### src/hw/rtl/cts_pkg.sv
// ----------------------------------------------------------------------------
// cts_pkg
// Shared types for the token scanner: modes, character classes, token kinds,
// error codes, the classified item and the result record.
// ----------------------------------------------------------------------------
package cts_pkg;

  typedef enum logic [3:0] {
    M_IDLE, M_SLASH, M_EQ, M_BANG, M_LT, M_GT, M_AMP, M_PIPE, M_NUM, M_IDENT,
    M_LINEC, M_BLOCK, M_BSTAR, M_BSLASH
  } mode_t;

  typedef enum logic [3:0] {
    CL_SINGLE, CL_STAR, CL_SLASH, CL_EQ, CL_BANG, CL_LT, CL_GT, CL_AMP,
    CL_PIPE, CL_DIGIT, CL_ALPHA, CL_BLANK, CL_NEWLINE, CL_BAD
  } cls_t;

  typedef enum logic [4:0] {
    K_LPAREN, K_RPAREN, K_LBRACE, K_RBRACE, K_COMMA, K_SEMI, K_PLUS, K_MINUS,
    K_STAR, K_DIV, K_MOD, K_ASSIGN, K_EQ, K_NOT, K_NE, K_LT, K_LE, K_GT, K_GE,
    K_AND, K_OR, K_NUMBER, K_IDENT, K_END
  } kind_t;

  typedef enum logic [2:0] {
    E_NONE, E_BAD_CHAR, E_LONE_AMP_PIPE, E_OVERFLOW, E_UNTERMINATED, E_NESTING
  } err_t;

  typedef struct packed {
    logic       eos;
    cls_t       cls;
    kind_t      kind;
    logic [3:0] digit;
  } item_t;

  typedef struct packed {
    kind_t       token_kind;
    err_t        error_code;
    logic [15:0] start_line;
    logic [11:0] start_column;
    logic [15:0] token_length;
    logic [30:0] number_value;
    logic        last_of_run;
  } res_t;

endpackage

### src/hw/rtl/cts_fifo.sv
// ----------------------------------------------------------------------------
// cts_fifo
// Small register queue with two write lanes and one read port; lane one must
// write only together with lane zero (not enforced), into the slot after it.
// ----------------------------------------------------------------------------
module cts_fifo #(
  parameter int WIDTH = 8,
  parameter int DEPTH = 4
) (
  input  logic                         clk,
  input  logic                         rst_n,
  input  logic                         wr_en0,
  input  logic [WIDTH-1:0]             wr_data0,
  input  logic                         wr_en1,
  input  logic [WIDTH-1:0]             wr_data1,
  input  logic                         rd_en,
  output logic [WIDTH-1:0]             rd_data,
  output logic [$clog2(DEPTH+1)-1:0]   count
);

  localparam int AW = (DEPTH > 1) ? $clog2(DEPTH) : 1;
  localparam int CW = $clog2(DEPTH + 1);

  logic [WIDTH-1:0] mem_r [DEPTH];
  logic [AW-1:0]    wr_ptr_r, wr_ptr_nxt, rd_ptr_r, rd_ptr_nxt, wr_ptr1;
  logic [CW-1:0]    count_r, count_nxt;

  function automatic logic [AW-1:0] ptr_inc(input logic [AW-1:0] p);
    return (p == AW'(DEPTH - 1)) ? '0 : p + 1'b1;
  endfunction

  assign wr_ptr1 = ptr_inc(wr_ptr_r);
  assign rd_data = mem_r[rd_ptr_r];
  assign count   = count_r;

  always_comb begin
    count_nxt = count_r + CW'(wr_en0) + CW'(wr_en1) - CW'(rd_en);
    if (wr_en1) begin
      wr_ptr_nxt = ptr_inc(wr_ptr1);
    end else if (wr_en0) begin
      wr_ptr_nxt = wr_ptr1;
    end else begin
      wr_ptr_nxt = wr_ptr_r;
    end
    rd_ptr_nxt = rd_en ? ptr_inc(rd_ptr_r) : rd_ptr_r;
  end

  always_ff @(posedge clk) begin
    if (wr_en0) begin
      mem_r[wr_ptr_r] <= wr_data0;
    end
    if (wr_en1) begin
      mem_r[wr_ptr1] <= wr_data1;
    end
  end

  always_ff @(posedge clk) begin
    if (!rst_n) begin
      wr_ptr_r <= '0;
      rd_ptr_r <= '0;
      count_r  <= '0;
    end else begin
      wr_ptr_r <= wr_ptr_nxt;
      rd_ptr_r <= rd_ptr_nxt;
      count_r  <= count_nxt;
    end
  end

  a_lane_order: assert property (@(posedge clk) disable iff (!rst_n)
    wr_en1 |-> wr_en0)
    else $error("second write lane used alone");

  a_no_underflow: assert property (@(posedge clk) disable iff (!rst_n)
    rd_en |-> count_r != '0)
    else $error("read from empty queue");

  a_no_overflow: assert property (@(posedge clk) disable iff (!rst_n)
    wr_en0 |-> (count_r + CW'(wr_en1)) < CW'(DEPTH))
    else $error("write into full queue");

endmodule

### src/hw/rtl/cts_front.sv
// ----------------------------------------------------------------------------
// cts_front
// Character classifier: sorts each source byte into the class the scanner
// acts on, with its single-character kind and digit value.
// ----------------------------------------------------------------------------
module cts_front (
  input  logic          [7:0] char_code,
  input  logic                end_of_source,
  output cts_pkg::item_t      item
);
  import cts_pkg::*;

  localparam logic [7:0] CH_LPAREN     = 8'h28;
  localparam logic [7:0] CH_RPAREN     = 8'h29;
  localparam logic [7:0] CH_LBRACE     = 8'h7B;
  localparam logic [7:0] CH_RBRACE     = 8'h7D;
  localparam logic [7:0] CH_COMMA      = 8'h2C;
  localparam logic [7:0] CH_SEMI       = 8'h3B;
  localparam logic [7:0] CH_PLUS       = 8'h2B;
  localparam logic [7:0] CH_MINUS      = 8'h2D;
  localparam logic [7:0] CH_STAR       = 8'h2A;
  localparam logic [7:0] CH_PERCENT    = 8'h25;
  localparam logic [7:0] CH_SLASH      = 8'h2F;
  localparam logic [7:0] CH_EQUAL      = 8'h3D;
  localparam logic [7:0] CH_BANG       = 8'h21;
  localparam logic [7:0] CH_LESS       = 8'h3C;
  localparam logic [7:0] CH_GREATER    = 8'h3E;
  localparam logic [7:0] CH_AMP        = 8'h26;
  localparam logic [7:0] CH_BAR        = 8'h7C;
  localparam logic [7:0] CH_SPACE      = 8'h20;
  localparam logic [7:0] CH_TAB        = 8'h09;
  localparam logic [7:0] CH_CR         = 8'h0D;
  localparam logic [7:0] CH_LF         = 8'h0A;
  localparam logic [7:0] CH_ZERO       = 8'h30;
  localparam logic [7:0] CH_NINE       = 8'h39;
  localparam logic [7:0] CH_LOWER_A    = 8'h61;
  localparam logic [7:0] CH_LOWER_Z    = 8'h7A;
  localparam logic [7:0] CH_UPPER_A    = 8'h41;
  localparam logic [7:0] CH_UPPER_Z    = 8'h5A;
  localparam logic [7:0] CH_UNDERSCORE = 8'h5F;

  logic [7:0] digit_w;

  assign digit_w = char_code - CH_ZERO;

  always_comb begin
    item.eos   = end_of_source;
    item.cls   = CL_SINGLE;
    item.kind  = K_LPAREN;
    item.digit = digit_w[3:0];
    unique case (char_code)
      CH_LPAREN:  item.kind = K_LPAREN;
      CH_RPAREN:  item.kind = K_RPAREN;
      CH_LBRACE:  item.kind = K_LBRACE;
      CH_RBRACE:  item.kind = K_RBRACE;
      CH_COMMA:   item.kind = K_COMMA;
      CH_SEMI:    item.kind = K_SEMI;
      CH_PLUS:    item.kind = K_PLUS;
      CH_MINUS:   item.kind = K_MINUS;
      CH_PERCENT: item.kind = K_MOD;
      CH_STAR: begin
        item.cls  = CL_STAR;
        item.kind = K_STAR;
      end
      CH_SLASH:   item.cls = CL_SLASH;
      CH_EQUAL:   item.cls = CL_EQ;
      CH_BANG:    item.cls = CL_BANG;
      CH_LESS:    item.cls = CL_LT;
      CH_GREATER: item.cls = CL_GT;
      CH_AMP:     item.cls = CL_AMP;
      CH_BAR:     item.cls = CL_PIPE;
      CH_SPACE, CH_TAB, CH_CR: item.cls = CL_BLANK;
      CH_LF:      item.cls = CL_NEWLINE;
      default: begin
        if (char_code >= CH_ZERO && char_code <= CH_NINE) begin
          item.cls = CL_DIGIT;
        end else if ((char_code >= CH_LOWER_A && char_code <= CH_LOWER_Z) ||
                     (char_code >= CH_UPPER_A && char_code <= CH_UPPER_Z) ||
                     char_code == CH_UNDERSCORE) begin
          item.cls = CL_ALPHA;
        end else begin
          item.cls = CL_BAD;
        end
      end
    endcase
  end

endmodule

### src/hw/rtl/cts_scanner.sv
// ----------------------------------------------------------------------------
// cts_scanner
// Scanner state machine: takes one classified item per step and produces up
// to two token records, tracking line, column, lexeme and comment nesting.
// ----------------------------------------------------------------------------
module cts_scanner #(
  parameter int LINE_BITS         = 16,
  parameter int COLUMN_BITS       = 12,
  parameter int MAX_COMMENT_DEPTH = 255
) (
  input  logic           clk,
  input  logic           rst_n,
  input  logic           item_valid,
  input  cts_pkg::item_t item,
  input  logic           out_room,
  output logic           item_pop,
  output logic           res0_v,
  output cts_pkg::res_t  res0,
  output logic           res1_v,
  output cts_pkg::res_t  res1
);
  import cts_pkg::*;

  localparam int DW = $clog2(MAX_COMMENT_DEPTH + 1);
  localparam logic [34:0] NUM_MAX = 35'd2147483647;

  mode_t                  mode_r, mode_nxt;
  logic [LINE_BITS-1:0]   line_r, line_nxt;
  logic [COLUMN_BITS-1:0] col_r, col_nxt;
  logic [COLUMN_BITS-1:0] tsc_r, tsc_nxt;
  logic [15:0]            len_r, len_nxt;
  logic [30:0]            acc_r, acc_nxt;
  logic                   ovf_r, ovf_nxt;
  logic [DW-1:0]          depth_r, depth_nxt;
  logic                   halted_r, halted_nxt;

  logic        step;
  logic [31:0] line_w, col_w, tsc_w;
  logic [15:0] line16;
  logic [11:0] col12, tsc12;
  logic [34:0] num_next;
  logic [DW-1:0] depth_dec;

  logic  idle_emit, idle_start, idle_num;
  mode_t idle_mode;
  res_t  idle_res;

  logic  p_v, s_v, apply_idle;
  res_t  p_res, s_res;

  function automatic res_t mk_res(kind_t k, err_t e, logic [15:0] ln, logic [11:0] cl,
                                  logic [15:0] len, logic [30:0] val);
    res_t r;
    r.token_kind   = k;
    r.error_code   = e;
    r.start_line   = ln;
    r.start_column = cl;
    r.token_length = len;
    r.number_value = val;
    r.last_of_run  = 1'b0;
    return r;
  endfunction

  assign step     = item_valid && out_room;
  assign item_pop = step;

  assign line_w = 32'(line_r);
  assign col_w  = 32'(col_r);
  assign tsc_w  = 32'(tsc_r);
  assign line16 = line_w[15:0];
  assign col12  = col_w[11:0];
  assign tsc12  = tsc_w[11:0];

  assign num_next  = (35'(acc_r) << 3) + (35'(acc_r) << 1) + 35'(item.digit);
  assign depth_dec = depth_r - 1'b1;

  // action of a character met between tokens
  always_comb begin
    idle_emit  = 1'b0;
    idle_start = 1'b0;
    idle_num   = 1'b0;
    idle_mode  = M_IDLE;
    idle_res   = mk_res(item.kind, E_NONE, line16, col12, 16'd1, '0);
    unique case (item.cls)
      CL_SINGLE, CL_STAR: idle_emit = 1'b1;
      CL_SLASH: begin idle_start = 1'b1; idle_mode = M_SLASH; end
      CL_EQ:    begin idle_start = 1'b1; idle_mode = M_EQ;    end
      CL_BANG:  begin idle_start = 1'b1; idle_mode = M_BANG;  end
      CL_LT:    begin idle_start = 1'b1; idle_mode = M_LT;    end
      CL_GT:    begin idle_start = 1'b1; idle_mode = M_GT;    end
      CL_AMP:   begin idle_start = 1'b1; idle_mode = M_AMP;   end
      CL_PIPE:  begin idle_start = 1'b1; idle_mode = M_PIPE;  end
      CL_DIGIT: begin
        idle_start = 1'b1;
        idle_num   = 1'b1;
        idle_mode  = M_NUM;
      end
      CL_ALPHA: begin idle_start = 1'b1; idle_mode = M_IDENT; end
      CL_BLANK, CL_NEWLINE: ;
      CL_BAD: begin
        idle_emit = 1'b1;
        idle_res  = mk_res(K_LPAREN, E_BAD_CHAR, line16, col12, 16'd1, '0);
      end
      default: ;
    endcase
  end

  always_comb begin
    mode_nxt   = mode_r;
    line_nxt   = line_r;
    col_nxt    = col_r;
    tsc_nxt    = tsc_r;
    len_nxt    = len_r;
    acc_nxt    = acc_r;
    ovf_nxt    = ovf_r;
    depth_nxt  = depth_r;
    halted_nxt = halted_r;
    p_v        = 1'b0;
    s_v        = 1'b0;
    apply_idle = 1'b0;
    p_res      = mk_res(K_LPAREN, E_NONE, line16, tsc12, 16'd1, '0);
    s_res      = mk_res(K_END, E_NONE, line16, col12, 16'd1, '0);

    if (step && item.eos) begin
      if (!halted_r) begin
        unique case (mode_r)
          M_SLASH: begin p_v = 1'b1; p_res.token_kind = K_DIV;    end
          M_EQ:    begin p_v = 1'b1; p_res.token_kind = K_ASSIGN; end
          M_BANG:  begin p_v = 1'b1; p_res.token_kind = K_NOT;    end
          M_LT:    begin p_v = 1'b1; p_res.token_kind = K_LT;     end
          M_GT:    begin p_v = 1'b1; p_res.token_kind = K_GT;     end
          M_AMP, M_PIPE: begin
            p_v = 1'b1;
            p_res.error_code = E_LONE_AMP_PIPE;
          end
          M_NUM: begin
            p_v = 1'b1;
            p_res = ovf_r ? mk_res(K_LPAREN, E_OVERFLOW, line16, tsc12, len_r, '0)
                          : mk_res(K_NUMBER, E_NONE, line16, tsc12, len_r, acc_r);
          end
          M_IDENT: begin
            p_v = 1'b1;
            p_res = mk_res(K_IDENT, E_NONE, line16, tsc12, len_r, '0);
          end
          M_BLOCK, M_BSTAR, M_BSLASH: begin
            p_v = 1'b1;
            p_res = mk_res(K_LPAREN, E_UNTERMINATED, line16, col12, 16'd1, '0);
          end
          default: ;
        endcase
      end
      s_v        = 1'b1;
      mode_nxt   = M_IDLE;
      line_nxt   = LINE_BITS'(1);
      col_nxt    = COLUMN_BITS'(1);
      tsc_nxt    = COLUMN_BITS'(1);
      len_nxt    = '0;
      acc_nxt    = '0;
      ovf_nxt    = 1'b0;
      depth_nxt  = '0;
      halted_nxt = 1'b0;
    end else if (step && !halted_r) begin
      unique case (mode_r)
        M_SLASH: begin
          if (item.cls == CL_SLASH) begin
            mode_nxt = M_LINEC;
          end else if (item.cls == CL_STAR) begin
            depth_nxt = DW'(1);
            mode_nxt  = M_BLOCK;
          end else begin
            mode_nxt = M_IDLE;
            p_v = 1'b1;
            p_res.token_kind = K_DIV;
            apply_idle = 1'b1;
          end
        end
        M_EQ, M_BANG, M_LT, M_GT: begin
          mode_nxt = M_IDLE;
          p_v = 1'b1;
          if (item.cls == CL_EQ) begin
            p_res.token_length = 16'd2;
            unique case (mode_r)
              M_EQ:    p_res.token_kind = K_EQ;
              M_BANG:  p_res.token_kind = K_NE;
              M_LT:    p_res.token_kind = K_LE;
              default: p_res.token_kind = K_GE;
            endcase
          end else begin
            unique case (mode_r)
              M_EQ:    p_res.token_kind = K_ASSIGN;
              M_BANG:  p_res.token_kind = K_NOT;
              M_LT:    p_res.token_kind = K_LT;
              default: p_res.token_kind = K_GT;
            endcase
            apply_idle = 1'b1;
          end
        end
        M_AMP, M_PIPE: begin
          mode_nxt = M_IDLE;
          p_v = 1'b1;
          if (mode_r == M_AMP && item.cls == CL_AMP) begin
            p_res.token_kind   = K_AND;
            p_res.token_length = 16'd2;
          end else if (mode_r == M_PIPE && item.cls == CL_PIPE) begin
            p_res.token_kind   = K_OR;
            p_res.token_length = 16'd2;
          end else begin
            p_res.error_code = E_LONE_AMP_PIPE;
          end
        end
        M_NUM: begin
          if (item.cls == CL_DIGIT) begin
            if (len_r != 16'hFFFF) begin
              len_nxt = len_r + 16'd1;
            end
            if (num_next > NUM_MAX) begin
              ovf_nxt = 1'b1;
            end else if (!ovf_r) begin
              acc_nxt = num_next[30:0];
            end
          end else begin
            mode_nxt = M_IDLE;
            p_v = 1'b1;
            if (ovf_r) begin
              p_res = mk_res(K_LPAREN, E_OVERFLOW, line16, tsc12, len_r, '0);
            end else begin
              p_res = mk_res(K_NUMBER, E_NONE, line16, tsc12, len_r, acc_r);
              apply_idle = 1'b1;
            end
          end
        end
        M_IDENT: begin
          if (item.cls == CL_ALPHA || item.cls == CL_DIGIT) begin
            if (len_r != 16'hFFFF) begin
              len_nxt = len_r + 16'd1;
            end
          end else begin
            mode_nxt = M_IDLE;
            p_v = 1'b1;
            p_res = mk_res(K_IDENT, E_NONE, line16, tsc12, len_r, '0);
            apply_idle = 1'b1;
          end
        end
        M_LINEC: begin
          if (item.cls == CL_NEWLINE) begin
            mode_nxt = M_IDLE;
          end
        end
        M_BSTAR: begin
          if (item.cls == CL_SLASH) begin
            depth_nxt = depth_dec;
            mode_nxt  = (depth_dec == '0) ? M_IDLE : M_BLOCK;
          end else if (item.cls == CL_STAR) begin
            mode_nxt = M_BSTAR;
          end else begin
            mode_nxt = M_BLOCK;
          end
        end
        M_BSLASH: begin
          if (item.cls == CL_STAR) begin
            if (depth_r >= DW'(MAX_COMMENT_DEPTH)) begin
              p_v = 1'b1;
              p_res = mk_res(K_LPAREN, E_NESTING, line16, col12, 16'd1, '0);
            end else begin
              depth_nxt = depth_r + 1'b1;
              mode_nxt  = M_BLOCK;
            end
          end else if (item.cls == CL_SLASH) begin
            mode_nxt = M_BSLASH;
          end else begin
            mode_nxt = M_BLOCK;
          end
        end
        M_BLOCK: begin
          if (item.cls == CL_STAR) begin
            mode_nxt = M_BSTAR;
          end else if (item.cls == CL_SLASH) begin
            mode_nxt = M_BSLASH;
          end else begin
            mode_nxt = M_BLOCK;
          end
        end
        default: begin
          mode_nxt   = M_IDLE;
          apply_idle = 1'b1;
        end
      endcase

      if (apply_idle) begin
        mode_nxt = idle_mode;
        s_v      = idle_emit;
        s_res    = idle_res;
        if (idle_start) begin
          tsc_nxt = col_r;
          len_nxt = 16'd1;
        end
        if (idle_num) begin
          acc_nxt = 31'(item.digit);
          ovf_nxt = 1'b0;
        end
      end

      if (item.cls == CL_NEWLINE) begin
        if (line_r != '1) begin
          line_nxt = line_r + 1'b1;
        end
        col_nxt = COLUMN_BITS'(1);
      end else if (col_r != '1) begin
        col_nxt = col_r + 1'b1;
      end

      halted_nxt = (p_v && p_res.error_code != E_NONE) ||
                   (s_v && s_res.error_code != E_NONE);
    end
  end

  always_comb begin
    res0_v = p_v || s_v;
    res1_v = p_v && s_v;
    res0   = p_v ? p_res : s_res;
    res1   = s_res;
    res1.last_of_run = 1'b1;
    res0.last_of_run = !res1_v;
  end

  always_ff @(posedge clk) begin
    if (!rst_n) begin
      mode_r   <= M_IDLE;
      line_r   <= LINE_BITS'(1);
      col_r    <= COLUMN_BITS'(1);
      tsc_r    <= COLUMN_BITS'(1);
      len_r    <= '0;
      acc_r    <= '0;
      ovf_r    <= 1'b0;
      depth_r  <= '0;
      halted_r <= 1'b0;
    end else begin
      mode_r   <= mode_nxt;
      line_r   <= line_nxt;
      col_r    <= col_nxt;
      tsc_r    <= tsc_nxt;
      len_r    <= len_nxt;
      acc_r    <= acc_nxt;
      ovf_r    <= ovf_nxt;
      depth_r  <= depth_nxt;
      halted_r <= halted_nxt;
    end
  end

  a_halted_quiet: assert property (@(posedge clk) disable iff (!rst_n)
    (step && !item.eos && halted_r) |-> !res0_v)
    else $error("result produced while halted on error");

  a_depth_in_comment: assert property (@(posedge clk) disable iff (!rst_n)
    (mode_r == M_BLOCK || mode_r == M_BSTAR || mode_r == M_BSLASH) |-> depth_r != '0)
    else $error("inside block comment with zero depth");

  a_end_resets: assert property (@(posedge clk) disable iff (!rst_n)
    (step && item.eos) |=> (mode_r == M_IDLE && !halted_r && depth_r == '0))
    else $error("scanner not back to idle after end of source");

endmodule

### src/hw/rtl/c_subset_token_scanner.sv
// ----------------------------------------------------------------------------
// c_subset_token_scanner
// Streaming lexer for a small C-like language: classifier, item queue,
// scanner state machine and result queue.
// ----------------------------------------------------------------------------
// path: items are registered in the item queue, results in the result queue
// throughput: 1 item per cycle; the scanner waits while more than 2 results
//   sit in the result queue
// reset: synchronous active-low rst_n empties both queues and returns the
//   scanner to idle at line 1, column 1
module c_subset_token_scanner #(
  parameter int LINE_BITS         = 16,
  parameter int COLUMN_BITS       = 12,
  parameter int MAX_COMMENT_DEPTH = 255
) (
  input  logic        clk,
  input  logic        rst_n,
  input  logic        in_push,
  output logic        in_full,
  input  logic [7:0]  in_char_code,
  input  logic        in_end_of_source,
  output logic        out_empty,
  input  logic        out_pop,
  output logic [4:0]  out_token_kind,
  output logic [2:0]  out_error_code,
  output logic [15:0] out_start_line,
  output logic [11:0] out_start_column,
  output logic [15:0] out_token_length,
  output logic [30:0] out_number_value,
  output logic        out_last_of_run
);
  import cts_pkg::*;

  localparam int IN_DEPTH  = 4;
  localparam int OUT_DEPTH = 4;
  localparam int IN_CW     = $clog2(IN_DEPTH + 1);
  localparam int OUT_CW    = $clog2(OUT_DEPTH + 1);

  item_t               front_item, mid_item;
  logic [$bits(item_t)-1:0] mid_data;
  logic [IN_CW-1:0]    mid_count;
  logic [OUT_CW-1:0]   out_count;
  logic                in_xfer, item_pop, out_room;
  logic                res0_v, res1_v;
  res_t                res0, res1, out_res;
  logic [$bits(res_t)-1:0] out_data;

  assign in_full  = (mid_count == IN_CW'(IN_DEPTH));
  assign in_xfer  = in_push && !in_full;
  assign out_room = (out_count <= OUT_CW'(OUT_DEPTH - 2));
  assign mid_item = mid_data;
  assign out_res  = out_data;

  cts_front u_front (
    .char_code     (in_char_code),
    .end_of_source (in_end_of_source),
    .item          (front_item)
  );

  cts_fifo #(
    .WIDTH ($bits(item_t)),
    .DEPTH (IN_DEPTH)
  ) u_item_q (
    .clk      (clk),
    .rst_n    (rst_n),
    .wr_en0   (in_xfer),
    .wr_data0 (front_item),
    .wr_en1   (1'b0),
    .wr_data1 ('0),
    .rd_en    (item_pop),
    .rd_data  (mid_data),
    .count    (mid_count)
  );

  cts_scanner #(
    .LINE_BITS         (LINE_BITS),
    .COLUMN_BITS       (COLUMN_BITS),
    .MAX_COMMENT_DEPTH (MAX_COMMENT_DEPTH)
  ) u_scanner (
    .clk        (clk),
    .rst_n      (rst_n),
    .item_valid (mid_count != '0),
    .item       (mid_item),
    .out_room   (out_room),
    .item_pop   (item_pop),
    .res0_v     (res0_v),
    .res0       (res0),
    .res1_v     (res1_v),
    .res1       (res1)
  );

  cts_fifo #(
    .WIDTH ($bits(res_t)),
    .DEPTH (OUT_DEPTH)
  ) u_res_q (
    .clk      (clk),
    .rst_n    (rst_n),
    .wr_en0   (res0_v),
    .wr_data0 (res0),
    .wr_en1   (res1_v),
    .wr_data1 (res1),
    .rd_en    (out_pop && !out_empty),
    .rd_data  (out_data),
    .count    (out_count)
  );

  assign out_empty        = (out_count == '0);
  assign out_token_kind   = out_res.token_kind;
  assign out_error_code   = out_res.error_code;
  assign out_start_line   = out_res.start_line;
  assign out_start_column = out_res.start_column;
  assign out_token_length = out_res.token_length;
  assign out_number_value = out_res.number_value;
  assign out_last_of_run  = out_res.last_of_run;

endmodule
### config.mk
export PLATFORM = sky130hd
export DESIGN_NAME = c_subset_token_scanner
export DESIGN_NICKNAME = d
export VERILOG_FILES = /design/src/hw/rtl/cts_pkg.sv /design/src/hw/rtl/cts_fifo.sv /design/src/hw/rtl/cts_front.sv /design/src/hw/rtl/cts_scanner.sv /design/src/hw/rtl/c_subset_token_scanner.sv
export SDC_FILE = /design/constraint.sdc
export NUM_CORES = 1
export LEC_CHECK = 0
export ABC_AREA = 1
export ABC_CLOCK_PERIOD_IN_PS = 4200
export BUFFER_PORTS_ARGS = -buffer_cell sky130_fd_sc_hd__buf_2
export CELL_PAD_IN_SITES_DETAIL_PLACEMENT = 1
export CELL_PAD_IN_SITES_GLOBAL_PLACEMENT = 1
export CORE_MARGIN = 2
export CORE_UTILIZATION = 34
export CTS_BUF_LIST = sky130_fd_sc_hd__clkbuf_8
export CTS_CLUSTER_DIAMETER = 50
export DETAILED_ROUTE_END_ITERATION = 12
export GPL_TIMING_DRIVEN = 1
export PLACE_DENSITY_LB_ADDON = 0.1
export RECOVER_POWER = 100
export SLEW_MARGIN = 40
export SYNTH_ARGS = -nofsm -noshare
export SYNTH_HDL_FRONTEND = slang
export SYNTH_SLANG_ARGS = --single-unit
### constraint.sdc
create_clock -name clk -period 4.2 [get_ports clk]
set_clock_uncertainty 0.15 [all_clocks]
set_input_delay 0.21 -clock clk [delete_from_list [all_inputs] [get_ports clk]]
set_output_delay 0.21 -clock clk [all_outputs]
set_load 0.05 [all_outputs]
Word level (Yosys, flattened, before mapping). Memory sizes are Yosys's and may differ from the RTL's. A register that Yosys moved wholly into a read port is not among the register bits. Cells that the tools add are included.

$lt $le $gt $ge: 9. Reductions and logical operators: 47. Multiplexer cells: 125. Bitwise operators: 1. Add/subtract/negate cells: 18. Equality and inequality tests: 65.

Operator list (count): $mux W84 (14); $pmux W76 S3 (1); $mux W31 (6); $eq A8 B6 Y1 const B (15); $mux W16 (6); $pmux W32 S3 (1); $pmux W28 S3 (1); $pmux W16 S5 (1); $mux W79 (1); $pmux W4 S9 (2); $mux W4 (12); $eq A4 B4 Y1 const B (11); $pmux W4 S11 (1); $mux W8 (5); $mux W1 (36); $add A34 B32 Y35 (1); $add A35 B4 Y35 (1); $gt A35 B31 Y1 const B (1); $pmux W5 S7 (1); $add A16 B1 Y16 const B (2); $eq A4 B3 Y1 const B (8); $eq A8 B7 Y1 const B (4); $ne A16 B16 Y1 const B (2); $pmux W16 S2 (1); other kinds (54) (131).

Memory bits (writable): 388. Bits of input ports: 13. Flip-flop bits (word level): 115. Output and inout port bits: 86. Memories kept: 2.

Memories: u_res_q.mem_r (words 4, width 84, read ports 1, clocked after memory_dff 1, write ports 2, line cts_fifo.sv:24) `logic [WIDTH-1:0] mem_r [DEPTH];`; u_item_q.mem_r (words 4, width 13, read ports 1, clocked after memory_dff 1, write ports 1, line cts_fifo.sv:24).

Depth between registers and ports, before layout. Gate-level depths: netlist (run 1).

Word-level depth: 15. Gate-level depth with buffers: 28. Depth with buffers taken out: 24.

Hierarchy. Synthesis (run 1) repeated with hierarchy kept, for this count alone.

Cell total of the unflattened synthesis: 3942. Area total of the unflattened synthesis: 30684.4 µm².

Modules (own cells, without submodules): cts_fifo at u_res_q (cells each 1792, sequential area each 10269.8 µm², instances 1, area each 16731.0 µm²); cts_scanner (cells each 1676, sequential area each 2021.9 µm², instances 1, area each 10093.4 µm²); cts_fifo at u_item_q (cells each 353, sequential area each 1861.8 µm², instances 1, area each 3250.6 µm²); cts_front (cells each 108, sequential area each 0.0 µm², instances 1, area each 554.3 µm²); c_subset_token_scanner (cells each 13, sequential area each 0.0 µm², instances 1, area each 55.1 µm²).

Least setup slack after synthesis (run 1). Ideal clock, no wire load.

Path type: reg-to-reg. Start: register with a tool-made name. End: register with a tool-made name. Data arrival time: 3.816 ns. Clock period less this slack: 4.078 ns. Setup slack: 0.122 ns. Cell stages (with the launch flop): 25. Buffers on the path: 4. Cell sequence: dfxtp_1 > buf_6 > buf_4 > clkbuf_1 > nor2_1 > o22a_1 > fa_1 > fa_1 > inv_1 > nand2_1 > o21ai_1 > nand2_1 > nand2_1 > nand2_1 > nand2_1 > nand2_1 > nand3_1 > nand2_1 > nor2_1 > nand3_1 > nand2_1 > inv_2 > clkbuf_1 > nor2_1 > nor2_1.

==> results of run 1 <==
-- area by class of cell --
type	count	area, um2
Antenna cell	1	2.50
Clock buffer	102	1400
Clock inverter	74	566
Fill cell	10212	49100
Inverter	267	1020
Multi-Input combinational cell	2885	13600
Sequential cell	507	12000
Tap cell	1060	1330
Timing Repair Buffer	211	1390
-- synth_stat cells (all sizes together) --
cell type	instances	share of area
nand2	1215	0.17
edfxtp	188	0.21
nand3b	4	0.0011
o22a	1	0.00032
o21a	9	0.0025
nand4	21	0.0050
fa	5	0.0036
and2	2	0.00045
o22ai	102	0.023
a211oi	9	0.0025
xnor2	2	0.00064
a21oi	195	0.035
o31ai	4	0.0011
clkbuf	126	0.017
o21bai	3	0.00082
a41oi	1	0.00032
o211a	2	0.00073
a31o	1	0.00032
dfxtp	319	0.23
nand3	227	0.042
o211ai	9	0.0025
ha	84	0.038
a32oi	1	0.00059
a21o	4	0.0011
clkinv	1	0.00014
a31oi	10	0.0023
buf	72	0.016
nor3b	5	0.0014
or2	5	0.0011
nor3	63	0.011
nor4	13	0.0032
xor2	14	0.0045
nor2	541	0.076
a22oi	5	0.0014
o21ai	326	0.059
a221oi	1	0.00032
a32o	1	0.00036
inv	266	0.037
-- tightest hold or removal path: cells and delay by family --
kind | cells | cell delay (ns)
AND/OR/NAND/NOR | 4 | 0.37
buffers and inverters | 2 | 0.15
-- per-layer routing --
metal / share of wire / vias up
met5: 0.00012 / -
met4: 0.018 / 2
met3: 0.036 / 105
met2: 0.47 / 399
met1: 0.48 / 12632
li1: - / 12942
-- power groups by stage --
stage | logic [mW] | registers (mW) | clock network, mW
after CTS | 13.1 | 6.95 | 5.16
after global routing | 14.3 | 7.07 | 5.38
after detailed placement | 13.0 | 7.05 | 0
after global placement | 12.9 | 7.07 | 0
final | 13.0 | 6.96 | 5.01
after floorplan | 8.91 | 6.70 | 0
-- through the flow --
step / cell area, um2 / total power, mW / hold WS [ns] / cells
final: 31300 / 24.9 / 0.108 / 5107
after detailed placement: 29300 / 20.1 / 0.278 / 4915
after global routing: 31300 / 26.7 / 0.162 / 5107
after floorplan: 27500 / 15.6 / 0.159 / 3857
after global placement: 29300 / 19.9 / 0.273 / 4914
after CTS: 31400 / 25.2 / 0.0516 / 5105
-- sequential cells by signal, summed over array words and instances (netlist names), 3 cells and up, named ones only --
signal,count
u_scanner.tsc12,12
u_scanner.depth_r,8
u_res_q.mem_r,336
u_scanner.mode_r,4
u_item_q.count,3
u_res_q.count,3
u_scanner.line16,16
u_item_q.mem_r,52
u_scanner.col12,12
u_scanner.len_r,16
-- path summary, 6_finish.rpt --
kind                        startpoint              endpoint  depth (start not counted)
setup / recovery              register  out_token_length[15]                          4
hold / removal         in_char_code[6]  u_item_q.mem_r[3][4]                          6
setup reg to reg      u_res_q.count[1]   u_scanner.mode_r[2]                         12
hold reg to reg   u_res_q.mem_r[2][19]  u_res_q.mem_r[2][19]                          2
-- kinds of logic (layout without fill, tap and decap cells) --
group | count (synthesis) | after routing | synth area share
AOI/OAI and AO/OA | 684 | 684 | 0.135
adders and majority gates | 89 | 89 | 0.0418
and+or+nand+nor | 2096 | 2096 | 0.311
buffers and inverters | 465 | 654 | 0.0702
DFF | 507 | 507 | 0.437
other | 0 | 1 | 0
xor gates and xnor gates | 16 | 16 | 0.00509
-- repair_timing --
| action | in CTS | in global routing |
|---|---|---|
| hold endpoints to repair | 61 | 0 |
| buffers inserted | 0 | 1 |
| resized for setup | 0 | 10 |
| hold buffers | 14 | 0 |
| setup endpoints to repair | 0 | 32 |
==> metrics.txt, run 1 <==
status=finished, final reports clean; vias in the first global route=26621; Global Route Usage Sum=0.238; Final setup viols=0; nets=4070; pwr/cell area=795 nW/um2; Net Count, Synth=3959; commonest cells after routing, fill and taps aside=nand2_1 (1186), nor2_1 (527), o21ai_0 (323), dfxtp_1 (315), inv_1 (270); Crit. End Element=primary output; most used routing layer=met2; Syn-to-layout area delta=13.8%; drc violations=0; initial antenna violation count=2; CTS tree=yes; sequential fraction of the synthesis area=0.437; crit path kind=register to primary output; met1 GRT Util=0.326; # H-tree levels=3; worst hold path type=input pin to register; relative slew slack=0.123; Max Cap Viol=0; drt total wl=99100 um; synthesized instance count=3857; First-pass DRT Iterations=5; Mean Syn Cell Area=7.14 um2; clock share of power=0.201; die height=289 um; met3 track demand over resource=0.0289; DP Worst Slack=0.103 ns; fin crit share=0.935; crit-path max FO=34; Tmin final=3.93 ns; CTS buffer count=96; Final Hold Violating Endpoints=0; Net Sw Frac=0.511; Routed Antenna Nets=0; Clock Tree Buf Depth=3; Core Area=80400 um2; die width=289 um; NetSw=12.7 mW; post-DP HPWL=67700 um; Worst EP arrival=3.57 ns; CP bufs+invs=2; CP top delay family=buffers and inverters; Pleak=13.5 nW; DR iter-0 viols=1587; Max Clk Rate=0.255 GHz; crit-path cells=clkbuf_2 -> o21ai_0 -> o22ai_1 -> clkbuf_1; Comb pwr share=0.520; Crit path largest cell delay=0.85 ns; row cnt=104; flip-flop and latch count after synthesis=507; Clock Pin Slew Worst Setup and Hold Paths=0.06 ns; final worst slack=0.274 ns; Setup crit start kind=register; mapped cell area=27500 um2; R2R Setup Slk=0.37 ns; via count=26080; Internal Pwr Total=12.2 mW; Slew Limit Fails=0; Critical Path Slowest Stage Cell=dfxtp_2; Root Driver=clkbuf_8; I/O pin cnt=99; grt met2 use=0.396; final RePlAce weighted congestion=0.827; CTS Sinks=507; remaining global-route overflow=0; global-route wire length before repair=155000 um; fin util=0.390; pin count of the biggest net entering global routing=98; die area=83300 um2; Synth cell types=54; TNS Setup=0 ns; Worst Max-Slew Pin Slew=1.31 ns; most common cell after layout, fill and taps aside=nand2_1; I/O Buffers=98; yosys warns=0; Initial Utilization=0.342; DR WL/cell=19.4 um; worst ir drop on vdd=0.000434 V; Crit path required time=3.84 ns; vias per inst=5.11; share of power burned in registers=0.279; clk_lat worst skew=0.70 ns; share of layout cells above drive strength 1=0.0892
No activity file was read; power rests on OpenSTA's default activity.
==> run 2, diff against run 1 <==
--- a/config.mk
+++ b/config.mk
@@ -10,6 +10,7 @@
 export BUFFER_PORTS_ARGS = -buffer_cell sky130_fd_sc_hd__buf_2
 export CELL_PAD_IN_SITES_DETAIL_PLACEMENT = 1
 export CELL_PAD_IN_SITES_GLOBAL_PLACEMENT = 1
+export CORE_ASPECT_RATIO = 1.75
 export CORE_MARGIN = 2
 export CORE_UTILIZATION = 34
 export CTS_BUF_LIST = sky130_fd_sc_hd__clkbuf_8
==> run 2 against run 1 <==
- the flow now finishes with violations (capacitance limit, slew limit)
- non-clock buffer count is 7 lower
- maximum frequency grew 1.4%
- clock-buffer cell count fell by 6
- sequential cell count stayed put
- via count increased by 0.50%
- global-route usage up 0.67 points
- cell area fell by 1.6%
- routed wire length increased by 2.9%
- critical path type unchanged
- critical endpoint is now out_start_line[5]
- highest routed layer is now met4
==> metrics.txt, run 2 (synthesis results as in run 1) <==
crit path kind=register to primary output; vias per inst=5.17 (+1.3%); Critical Path Sink=out_start_line[5]; Crit path required time=3.84 ns (about the same); Syn-to-layout area delta=12.1%; via count=26210 (+0.50%); status=complete, but fails checks; drt total wl=102000 um (+2.9%); global-route wire length before repair=158000 um (+2.0%); unrepaired setup endpoints after global routing=no; I/O Buffers=98 (unchanged); vias in the first global route=27272 (+2.4%); share of layout cells above drive strength 1=0.0715 (-0.0178); Largest regs=u_res_q.mem_r: 336 flops, u_item_q.mem_r: 52 flops; Initial Utilization=0.341 (-0.000924); Pleak=13.2 nW (-2.6%); r2r worst-path depth=17 (+5); Slew Limit Fails=35 (+35); row cnt=138 (+33%); Clock Tree Buf Depth=3 (unchanged); crit-path max FO=59 (+74%); die width=219 um (-24%); relative slew slack=-0.117 (-0.240); CTS tree=yes; drc violations=0 (unchanged); Root Driver=clkbuf_8; fill count=10147 (-0.64%); CTS buffer count=83 (-14%); Clock Pin Slew Worst Setup and Hold Paths=0.06 ns (about the same); worst r2r dst=u_res_q.mem_r[2][65]; Final setup viols=0 (unchanged); TNS Setup=0 ns (unchanged); DR iter-0 viols=1159 (-27%); fin crit share=0.922 (-0.0131); CTS Sinks=507 (unchanged); Core Area=80600 um2 (+0.27%); Worst EP arrival=3.51 ns (-0.06 ns); Setup crit start kind=register; clk_lat worst skew=0.73 ns (+0.03 ns); die height=380 um (+32%); worst ir drop on vdd=0.000547 V (+26%); Worst Max-Slew Pin Slew=1.68 ns (+0.365 ns); R2R Setup Slk=0.34 ns (-0.03 ns); Final Hold Violating Endpoints=0 (unchanged); die area=83400 um2 (+0.11%); largest reg by FF count=u_res_q.mem_r; Design Power=24.1 mW (-3.2%); max FFs per register=336 (unchanged); pwr/cell area=782 nW/um2 (-1.7%); Crit. End Element=primary output; violated checks=capacitance limit, slew limit; pin count of the biggest net entering global routing=77 (-21%); commonest cells after routing, fill and taps aside=nand2_1 (1196), nor2_1 (526), o21ai_0 (322), dfxtp_1 (315), inv_1 (263); final RePlAce weighted congestion=0.850 (+2.7%); remaining global-route overflow=0 (unchanged); Max Cap Viol=1 (+1); post-DP HPWL=71100 um (+5.1%); I/O pin cnt=99 (unchanged); DR WL/cell=20.1 um (+3.7%); First-pass DRT Iterations=5 (unchanged); nets=4050 (-0.49%); Max Clk Rate=0.258 GHz (+1.4%); most common cell after layout, fill and taps aside=nand2_1; initial antenna violation count=1 (-1); Global Route Usage Sum=0.244 (+0.00673); Routed Antenna Nets=0 (unchanged); Tmin final=3.87 ns (-0.0551 ns); worst hold path type=input pin to register; # H-tree levels=3 (unchanged)
-- run 2: routing by layer --
| layer | share of wire | global-route usage | vias to the layer above |
|---|---|---|---|
| li1 | - | - | 12895 |
| met1 | 0.42 | 0.282 | 12840 |
| met2 | 0.53 | 0.466 | 354 |
| met3 | 0.024 | 0.0234 | 121 |
| met4 | 0.025 | 0.0748 | 0 |
| met5 | 0 | 0 | - |
-- run 2: how the worst min path moves through the flow --
stage	startpoint	end	slack (ns)	cells past startpoint
after floorplan	in_char_code[0]	u_item_q.mem_r[0][0]	0.16	0
after global placement	u_res_q.mem_r[2][10]	u_res_q.mem_r[2][10]	0.27	2
after detailed placement	u_res_q.mem_r[2][2]	u_res_q.mem_r[2][2]	0.28	2
after CTS	in_end_of_source	u_item_q.mem_r[3][12]	0.03	2
after global routing	in_char_code[6]	u_item_q.mem_r[1][6]	0.17	6
final	in_char_code[6]	u_item_q.mem_r[1][6]	0.12	6
-- run 2: area by class of cell --
cell class / count / area [um2] / share of cell area
clock buffers: 96 / 1320 / 0.0428
clock inverters: 57 / 343 / 0.0111
inverters: 267 / 1010 / 0.0328
flip-flops and latches: 507 / 12000 / 0.390
repair buffers: 204 / 1260 / 0.0408
well taps: 1050 / 1310 / 0.0426
diodes: 1 / 2.50 / 0.0000811
multi-input cells: 2885 / 13600 / 0.440
-- run 2: through the flow --
stage	setup slack [ns]	cell area, um2	std cells	utilization	hold slack (ns)
3_5_place_dp	0.0209	29300	4898	0.363	0.277
6_report	0.329	30900	5067	0.383	0.124
2_1_floorplan	0.122	27500	3857	-	0.159
3_3_place_gp	0.117	29300	4898	0.363	0.272
4_1_cts	0.00717	31100	5065	0.385	0.0279
5_1_grt	0.0194	30900	5067	0.383	0.166
-- run 2: worst max-delay path, stage by stage (launching register included) --
cell and delay (ns):
dfxtp_4 0.45, inv_2 0.87, buf_4 0.54, o21ai_0 0.15, o22ai_1 0.22, clkbuf_1 0.50
-- run 2: power by group --
group / switching [mW] / internal [mW] / leakage (nW)
combinational: 9.70 / 3.09 / 7.86
sequential: 0.651 / 6.25 / 4.39
clock: 2.16 / 2.29 / 0.926
-- run 2: repair_timing --
action / CTS / global route
pin swaps: 0 / 1
endpoints found under the hold margin: 66 / 0
setup buffers: 0 / 1
gates resized for setup: 1 / 7
setup endpoints to repair: 2 / 32
hold buffers: 14 / 0
cloned: 0 / 0
==> run 3, diff against run 2 <==
--- a/config.mk
+++ b/config.mk
@@ -13,7 +13,7 @@
 export CORE_ASPECT_RATIO = 1.75
 export CORE_MARGIN = 2
 export CORE_UTILIZATION = 34
-export CTS_BUF_LIST = sky130_fd_sc_hd__clkbuf_8
+export CTS_BUF_LIST = sky130_fd_sc_hd__clkbuf_16
 export CTS_CLUSTER_DIAMETER = 50
 export DETAILED_ROUTE_END_ITERATION = 12
 export GPL_TIMING_DRIVEN = 1
==> run 3 against run 2 <==
- the flow still finishes with violations (capacitance limit, slew limit)
- total power increased by 1.2%
- global-route usage decreased by 0.31 points
- setup slack got worse by 0.087 ns
- critical path depth unchanged
- clock power increased by 5%
- first-iteration DRC count increased by 2.5%
- final cell count decreased by 1.3%
- largest cell class unchanged
==> metrics.txt, run 3 (synthesis results as in run 1) <==
max FFs per register=336 (unchanged); Final Hold Violating Endpoints=0 (unchanged); Core Area=80600 um2 (unchanged); worst ir drop on vdd=0.000566 V (+3.4%); relative slew slack=-0.126 (-0.00836); Clock Tree Buf Depth=3 (unchanged); share of power burned in registers=0.282 (-0.004); crit-path cells=inv_2 -> clkbuf_4 -> o21ai_0 -> o22ai_1 -> clkbuf_2; grt met2 use=0.453 (-0.0125); NetSw=12.4 mW (-0.47%); First-pass DRT Iterations=5 (unchanged); unrepaired setup endpoints after global routing=no; Worst EP arrival=3.60 ns (+0.09 ns); Largest regs=u_res_q.mem_r: 336 flops, u_item_q.mem_r: 52 flops; remaining global-route overflow=0 (unchanged); hold path start=in_char_code[4]; most common cell after layout, fill and taps aside=nand2_1; Syn-to-layout area delta=12.1% (about the same); worst hold path type=input pin to register; Routed Antenna Nets=0 (unchanged); Critical Path Slowest Stage Cell=inv_2; initial antenna violation count=4 (+3); Clock Pin Slew Worst Setup and Hold Paths=0.06 ns (about the same); fill count=10067 (-0.79%); crit-path max FO=59 (unchanged); vias in the first global route=26846 (-1.6%); Root Driver=clkbuf_16; Crit path largest cell delay=0.85 ns (-0.02 ns); clk_lat worst skew=0.63 ns (-0.10 ns); Pleak=13.3 nW (+0.81%); pin count of the biggest net entering global routing=77 (unchanged); met3 track demand over resource=0.0246 (+0.00120); Max Cap Viol=1 (unchanged); Crit. End Element=primary output; via count=26009 (-0.77%); CTS buffer count=52 (-37%); die height=380 um (unchanged); final RePlAce weighted congestion=0.850 (unchanged); commonest cells after routing, fill and taps aside=nand2_1 (1193), nor2_1 (526), o21ai_0 (322), dfxtp_1 (315), inv_1 (260); DP Worst Slack=0.0209 ns (unchanged); pwr/cell area=791 nW/um2 (+1.2%); violated checks=capacitance limit, slew limit; largest reg by FF count=u_res_q.mem_r; status=complete, but fails checks; I/O Buffers=98 (unchanged); vias per inst=5.20 (+0.50%); clock share of power=0.190 (+0.006); post-DP HPWL=71100 um (unchanged); Setup crit start kind=register; Global Route Usage Sum=0.241 (-0.00312); most used routing layer=met2; Crit path required time=3.84 ns (about the same); I/O pin cnt=99 (unchanged); Internal Pwr Total=12.0 mW (+3.0%); DR WL/cell=20.2 um (+0.61%); # H-tree levels=2 (-1); TNS Setup=0 ns (unchanged); Comb pwr share=0.528 (-0.002); R2R Setup Slk=0.31 ns (-0.03 ns); drt total wl=101000 um (-0.66%); Max Clk Rate=0.253 GHz (-2.2%); crit path kind=register to primary output; Net Sw Frac=0.510 (-0.00856); row cnt=138 (unchanged); Worst Max-Slew Pin Slew=1.69 ns (+0.0125 ns); met1 GRT Util=0.277 (-0.00442); nets=4013 (-0.91%); CTS tree=yes; die area=83400 um2 (unchanged); drc violations=0 (unchanged); die width=219 um (unchanged); CTS Sinks=507 (unchanged); Final setup viols=0 (unchanged); DR iter-0 viols=1188 (+2.5%); fin crit share=0.942 (+0.0208); share of layout cells above drive strength 1=0.0754 (+0.00392); Initial Utilization=0.341 (unchanged); ANT cells=0 (-1); global-route wire length before repair=156000 um (-1.2%); final worst slack=0.242 ns (-0.0872 ns); Tmin final=3.96 ns (+0.0872 ns); Slew Limit Fails=35 (unchanged)
run 3: worst max-delay path, delay by kind of cell, from the launching register on:
family,cells,cell delay [ns]
DFF,1,0.45
AOI/OAI and AO/OA,2,0.49
buffers and inverters,3,1.96
run 3: power groups by stage:
stage          sequential (mW)  clock, mW  combinational, mW
2_1_floorplan             6.70          0               8.91
3_3_place_gp              6.97          0               13.1
3_5_place_dp              6.99          0               13.2
4_1_cts                   6.89       4.76               13.2
5_1_grt                   7.01       4.91               14.2
6_report                  6.90       4.64               12.9
run 3: metrics by stage:
| stage | util | cells | hold slack (ns) | total power, mW | cell area [um2] |
|---|---|---|---|---|---|
| after floorplan | - | 3857 | 0.159 | 15.6 | 27500 |
| after global placement | 0.363 | 4898 | 0.272 | 20.0 | 29300 |
| after detailed placement | 0.363 | 4898 | 0.277 | 20.2 | 29300 |
| after CTS | 0.385 | 5002 | 0.0961 | 24.9 | 31000 |
| after global routing | 0.383 | 5003 | 0.111 | 26.1 | 30900 |
| final | 0.383 | 5003 | 0.0703 | 24.4 | 30900 |
run 3: cell type report:
cell class / instances / area (um2) / area share
clock inverters: 41 / 284 / 0.00920
well taps: 1050 / 1310 / 0.0426
clock buffers: 55 / 1380 / 0.0446
flip-flops and latches: 507 / 12000 / 0.390
inverters: 267 / 1010 / 0.0328
repair buffers: 198 / 1260 / 0.0410
multi-input cells: 2885 / 13600 / 0.440
run 3: metal layers:
layer | share of wire | routed length [um]
met1 | 0.41 | 41900
met2 | 0.52 | 53000
met3 | 0.025 | 2580
met4 | 0.037 | 3720
met5 | 0.00055 | 56
run 3: final timing paths:
check / to / cells past startpoint
setup reg to reg: u_res_q.mem_r[0][55] / 16
setup / recovery: out_start_column[2] / 5
hold reg to reg: u_res_q.mem_r[1][11] / 2
hold / removal: u_item_q.mem_r[0][6] / 4
run 3: repair_timing:
item | 4_1_cts | 5_1_grt
pin swaps | 0 | 1
endpoints found under the hold margin | 35 | 0
resized for setup | 1 | 7
hold buffers | 8 | 0
setup endpoints to repair | 1 | 32
buffers inserted | 0 | 1
